[src/rtl/lcfr_pkg.sv]
// Types, codes and constants shared by the frame receiver modules.
`timescale 1ns / 1ps

package lcfr_pkg;

  localparam logic [7:0] LEN_MIN    = 8'd3;
  localparam logic [7:0] SUM_INVERT = 8'hFF;

  localparam logic [2:0] KIND_FLUSH   = 3'd0;
  localparam logic [2:0] KIND_LENGTH  = 3'd1;
  localparam logic [2:0] KIND_TYPE    = 3'd2;
  localparam logic [2:0] KIND_PAYLOAD = 3'd3;
  localparam logic [2:0] KIND_GOOD    = 3'd4;
  localparam logic [2:0] KIND_BAD     = 3'd5;
  localparam logic [2:0] KIND_SHORT   = 3'd6;

  typedef struct packed {
    logic [7:0] byte_position;
    logic [7:0] frame_length;
    logic [7:0] running_sum;
    logic [7:0] held_type;
  } frame_state_t;

  typedef struct packed {
    logic [2:0] kind;
    logic [7:0] byte_value;
    logic [7:0] payload_index;
    logic [7:0] frame_type;
    logic [7:0] payload_length;
    logic       frame_end;
  } frame_result_t;

endpackage

[src/rtl/length_checksum_frame_receiver_unit.sv]
// An accepted item passes through the input register and then the result register to the output.
// Throughput: one item per cycle without stalls; the 8-bit sum and position update per item.
// The input register keeps taking items while a result waits, until both stages are full.
// Reset (rst, synchronous, active high) empties both stages and clears the frame state,
// leaving the receiver awaiting a length byte.
`timescale 1ns / 1ps

module length_checksum_frame_receiver_unit (
  input  logic       clk,
  input  logic       rst,
  input  logic       in_valid,
  output logic       in_ready,
  input  logic [7:0] rx_byte,
  input  logic       flush,
  output logic       out_valid,
  input  logic       out_ready,
  output logic [2:0] kind,
  output logic [7:0] byte_value,
  output logic [7:0] payload_index,
  output logic [7:0] frame_type,
  output logic [7:0] payload_length,
  output logic       frame_end
);
  import lcfr_pkg::*;

  logic          s1_valid;
  logic [7:0]    s1_byte;
  logic          s1_flush;
  logic          s1_advance;
  frame_state_t  state;
  frame_state_t  state_next;
  frame_result_t step_res;
  frame_result_t res;

  assign s1_advance = s1_valid && (!out_valid || out_ready);
  assign in_ready   = !s1_valid || s1_advance;

  lcfr_step u_step (
    .cur     (state),
    .rx_byte (s1_byte),
    .flush   (s1_flush),
    .nxt     (state_next),
    .res     (step_res)
  );

  always_ff @(posedge clk) begin
    if (rst) begin
      s1_valid  <= 1'b0;
      out_valid <= 1'b0;
      state     <= '0;
    end else begin
      if (in_valid && in_ready) begin
        s1_valid <= 1'b1;
      end else if (s1_advance) begin
        s1_valid <= 1'b0;
      end
      if (s1_advance) begin
        out_valid <= 1'b1;
        state     <= state_next;
      end else if (out_ready) begin
        out_valid <= 1'b0;
      end
    end
  end

  always_ff @(posedge clk) begin
    if (in_valid && in_ready) begin
      s1_byte  <= rx_byte;
      s1_flush <= flush;
    end
    if (s1_advance) begin
      res <= step_res;
    end
  end

  assign kind           = res.kind;
  assign byte_value     = res.byte_value;
  assign payload_index  = res.payload_index;
  assign frame_type     = res.frame_type;
  assign payload_length = res.payload_length;
  assign frame_end      = res.frame_end;

endmodule

[src/rtl/lcfr_step.sv]
// Per-byte frame decode: next frame state and the result for one item.
`timescale 1ns / 1ps

module lcfr_step (
  input  lcfr_pkg::frame_state_t  cur,
  input  logic [7:0]              rx_byte,
  input  logic                    flush,
  output lcfr_pkg::frame_state_t  nxt,
  output lcfr_pkg::frame_result_t res
);
  import lcfr_pkg::*;

  logic [8:0] pos_plus_one;
  logic [7:0] plen_cur;

  assign pos_plus_one = {1'b0, cur.byte_position} + 9'd1;
  assign plen_cur     = cur.frame_length - LEN_MIN;

  always_comb begin
    nxt = cur;
    res.kind           = KIND_FLUSH;
    res.byte_value     = rx_byte;
    res.payload_index  = 8'd0;
    res.frame_type     = 8'd0;
    res.payload_length = 8'd0;
    res.frame_end      = 1'b0;
    if (flush) begin
      nxt = '0;
      res.kind       = KIND_FLUSH;
      res.byte_value = 8'd0;
      res.frame_end  = 1'b1;
    end else if (cur.byte_position == 8'd0) begin
      if (rx_byte < LEN_MIN) begin
        res.kind      = KIND_SHORT;
        res.frame_end = 1'b1;
      end else begin
        res.kind           = KIND_LENGTH;
        res.payload_length = rx_byte - LEN_MIN;
        nxt.frame_length   = rx_byte;
        nxt.running_sum    = rx_byte;
        nxt.held_type      = 8'd0;
        nxt.byte_position  = 8'd1;
      end
    end else if (cur.byte_position == 8'd1) begin
      res.kind           = KIND_TYPE;
      res.frame_type     = rx_byte;
      res.payload_length = plen_cur;
      nxt.held_type      = rx_byte;
      nxt.running_sum    = cur.running_sum + rx_byte;
      nxt.byte_position  = 8'd2;
    end else begin
      res.frame_type     = cur.held_type;
      res.payload_length = plen_cur;
      if (pos_plus_one >= {1'b0, cur.frame_length}) begin
        res.kind      = (rx_byte == (cur.running_sum ^ SUM_INVERT)) ? KIND_GOOD : KIND_BAD;
        res.frame_end = 1'b1;
        nxt           = '0;
      end else begin
        res.kind          = KIND_PAYLOAD;
        res.payload_index = cur.byte_position - 8'd2;
        nxt.running_sum   = cur.running_sum + rx_byte;
        nxt.byte_position = pos_plus_one[7:0];
      end
    end
  end

endmodule

[config.mk]
export PLATFORM = sky130hd
export DESIGN_NAME = length_checksum_frame_receiver_unit
export DESIGN_NICKNAME = d
export VERILOG_FILES = /design/src/rtl/lcfr_pkg.sv /design/src/rtl/length_checksum_frame_receiver_unit.sv /design/src/rtl/lcfr_step.sv
export SDC_FILE = /design/constraint.sdc
export NUM_CORES = 1
export LEC_CHECK = 0
export ABC_AREA = 0
export BUFFER_PORTS_ARGS = -buffer_cell sky130_fd_sc_hd__clkbuf_2
export CAP_MARGIN = 0
export CORE_AREA = 2 2 80 120
export DETAILED_ROUTE_END_ITERATION = 6
export DIE_AREA = 0 0 82 122
export GPL_TIMING_DRIVEN = 0
export PLACE_DENSITY = 0.66
export SYNTH_ARGS = -nofsm -noshare
export SYNTH_HDL_FRONTEND = slang
export SYNTH_SLANG_ARGS = --single-unit
[constraint.sdc]
create_clock -name clk -period 4.2 [get_ports clk]
set_clock_uncertainty 0.05 [all_clocks]
set_input_delay 0.42 -clock clk [delete_from_list [all_inputs] [get_ports clk]]
set_output_delay 0.42 -clock clk [all_outputs]
set_load 0.02 [all_outputs]
==> qor.log <==
qor: global_route.antenna_violations_before_repair 0
qor: flow_run.maxCapViolations 0
qor: detailed_routing.wl_per_cell 16.54 um
qor: synth.synth-warning-count 0
qor: pwr.fin_total_pwr 1.976 mW
qor: setup_path.worst_setup_path_start_kind flop
qor: clocking.clk_path_buf_depth 2
qor: synth.syn_area_per_cell 10.36 sq um
qor: clocking.cts.hold.buffers_added 0
qor: pwr.irDropWorstVdd 0.3402 mV
qor: die.die-area 10000 sq um
qor: detailed_routing.total_iterations_of_the_first_detailed_routing_run 5
qor: timing.final_hold_viol_count 0
qor: setup_path.worstPathArrival 3.45 ns
qor: placement.post-dp-hpwl 7157 um
qor: clocking.clockRootBuffer clkbuf_16
qor: clocking.post-cts-setup-buffers 0
qor: pwr.internal-power 1.506 mW
qor: global_route.gr-total-overflow 0
qor: synth.ys_seq_area_share 48.54%
qor: global_route.global_route_wire_length_before_repair 15650 um
qor: die.die_h 122 um
qor: timing.maxSlewViolCount 0
qor: synth.synth_fp_nets 440
qor: clocking.tritoncts_sinks 79
qor: synth.synth.cell_area 4187 sq um
qor: synth.postSynthRegisterBits 79
qor: detailed_routing.num_vias 3293
qor: timing.worstMarginPinSlew 0.8486 ns
qor: detailed_routing.drc 0
qor: clocking.postCtsResizedCells 0
qor: setup_path.worstPathRequired 4.39 ns
qor: timing.min_period_over_period 77.61%
qor: clocking.cts_tree done
qor: global_route.groute.usage.overall 21.19%
qor: timing.slew_headroom 42.99%
qor: pwr.power.density_cell_area 401.6 nW/um^2
qor: clocking.path_clk_slew 0.06 ns
qor: final_layout.area_delta_synth_final 17.54%
qor: timing.rsz0062_at_grt no
qor: outcome.outcome finished, final reports clean
qor: timing.min_period 3.260 ns
qor: placement.globalplace.congestion 0.8698
qor: clocking.htreeDepth 3
qor: worst_hold_path.worst_hold_path_type in2reg
qor: setup_path.crit_path_max_fanout 8
qor: detailed_routing.remaining_number_of_nets_flagged_by_the_antenna_check_after_routing 0
qor: synth.ys.flop_type edfxtp_1
qor: synth.synth_edf_count 45
qor: synth.netlist_instances 404
qor: final_layout.layout-drive-gt1-share 18.94%
qor: detailed_routing.wl 9628 um
qor: die.row_count 43
qor: pwr.p_sw 0.4703 mW
qor: pwr.comb_power_share 10.1%
qor: die.core_area 9039 sq um
qor: pwr.clock_power_share 45.7%
qor: pwr.sw_frac_of_total 23.79%
qor: detailed_routing.initialDrtViolationCount 306
qor: global_route.maximum_number_of_pins_on_one_net_before_global_route_repair 40
qor: timing.fmax 306.8 MHz
qor: pwr.power.leakage 2.102 nW
qor: clocking.worst_skew_pair.late_latency 0.35 ns
qor: global_route.first_global_vias 3154
qor: die.chip_width 82 um
qor: timing.setup_total_negative_slack 0 ns
qor: pwr.p_seq_share 44.2%
qor: final_layout.antenna-diode-count 0
qor: placement.placement.io_buffers 50
qor: die.num_io_pins 51
qor: final_layout.fin_nets 501
qor: setup_path.criticalPathCategory reg2reg
qor: die.initial_core_util 46.32%
qor: synth.async_flop_share 0%
qor: timing.final-setup-viol-count 0
qor: setup_path.crit_path_end_kind flop
qor: synth.synthDistinctLibCells 60
qor: clocking.tritoncts.num_buffers 9
qor: detailed_routing.detail_route.vias_per_cell 5.658
## final timing paths
path                            slack, ns  cells after the start                endpoint                    from
worst max-delay path                 0.94                     11  state[20]$_SDFFE_PP0P_  state[24]$_SDFFE_PP0P_
worst min-delay path                 0.19                      1      s1_flush$_DFFE_PP_                   flush
worst max register to register       0.94                     11  state[20]$_SDFFE_PP0P_  state[24]$_SDFFE_PP0P_
worst min register to register       0.41                      2  state[10]$_SDFFE_PP0P_  state[10]$_SDFFE_PP0P_
## cell type report
type                            instances  area, sq um
Buffer                                 16        92.59
Tap cell                              112        140.1
Timing Repair Buffer                   50        250.2
Inverter                               22        82.58
Sequential cell                        79         2032
Clock buffer                           10        229.0
Multi-Input combinational cell        287         1979
Fill cell                             834         4118
Clock inverter                          6        115.1
## cells by family after synthesis
logic type	synth area share (%)
simple gates	17.30
compound gates	14.67
flops	48.54
buf+inv	4.184
xor+xnor	5.858
fa+ha+maj	7.053
mux	2.391
## per-layer routing
metal | wire (um) | vias up | GRT usage (%)
li1 | - | 1574 | -
met1 | 3716 | 1554 | 23.61
met2 | 5097 | 130 | 37.14
met3 | 484 | 35 | 4.889
met4 | 330 | 0 | 10.10
met5 | 0 | - | 0
## synth_stat cells, drive strengths merged (2+ instances only)
master,count,share of area (%)
a211o,2,0.42
a211oi,3,0.54
a21o,8,1.4
a21oi,18,2.4
a22oi,8,1.4
a31o,3,0.63
a32o,3,0.72
and2,2,0.30
and3,6,0.90
buf,10,1.7
clkbuf,6,0.54
dfxtp,34,16
edfxtp,45,32
ha,22,6.6
inv,22,2.0
mux2i,10,2.4
nand2,29,2.8
nand2b,10,1.7
nand3,11,1.4
nand3b,2,0.36
nand4,4,0.60
nor2,54,5.1
nor2b,6,0.90
nor3,7,0.84
nor3b,4,0.72
nor4,2,0.66
o211ai,2,0.36
o21ai,14,1.9
o21bai,2,0.36
o22ai,4,0.60
o2bb2ai,5,1.0
or3,2,0.30
or4,2,0.36
xnor2,16,3.3
xor2,12,2.5
## flip-flops by register name, summed over array words and instances, names as in the netlist
| name | count |
|---|---|
| state | 32 |
| out_valid | 1 |
| byte_value | 8 |
| s1_flush | 1 |
| frame_end | 1 |
| s1_byte | 8 |
| frame_type | 8 |
| payload_length | 8 |
| kind | 3 |
| s1_valid | 1 |
| payload_index | 8 |
## power groups by stage
stage	clock, mW	combinational, mW	sequential (mW)
floorplan	0	0.119	0.906
global placement	0	0.195	0.889
detailed placement	0	0.198	0.890
CTS	0.915	0.199	0.874
global route	0.952	0.221	0.877
finish	0.902	0.200	0.874
## worst max-delay path: stages (launching register included)
cell and delay, ns:
dfxtp_1 0.53, ha_1 0.35, and3_1 0.22, nand3_1 0.14
xnor2_1 0.16, ha_1 0.31, nand3_1 0.07, o211ai_1 0.18
a211o_1 0.35, nand2_1 0.21, a31o_2 0.35, a32o_1 0.22
## per-stage QoR
| step | std cells | util, % | instance area, sq um | setup WS (ns) | hold slack (ns) |
|---|---|---|---|---|---|
| after floorplan | 404 | - | 4187 | 1.401 | 0.3810 |
| after global placement | 566 | 50.64 | 4577 | 1.029 | 0.3897 |
| after detailed placement | 566 | 50.64 | 4577 | 0.9985 | 0.4007 |
| after CTS | 582 | 54.44 | 4921 | 0.9732 | 0.1867 |
| after global routing | 582 | 54.44 | 4921 | 0.7582 | 0.1951 |
| final | 582 | 54.44 | 4921 | 0.9402 | 0.1933 |
## cells in the final DEF (no fill, tap or decap), types with 9 or more instances in the layout
| cell | count |
|---|---|
| nor2_1 | 52 |
| inv_1 | 21 |
| o21ai_0 | 9 |
| clkbuf_2 | 50 |
| xor2_1 | 12 |
| nand2b_1 | 9 |
| clkbuf_16 | 9 |
| xnor2_1 | 16 |
| ha_1 | 22 |
| nand2_1 | 28 |
| nand3_1 | 10 |
| dfxtp_1 | 34 |
| edfxtp_1 | 45 |
| a21oi_1 | 17 |
| mux2i_1 | 10 |
Power figures use the tool's default switching activity.
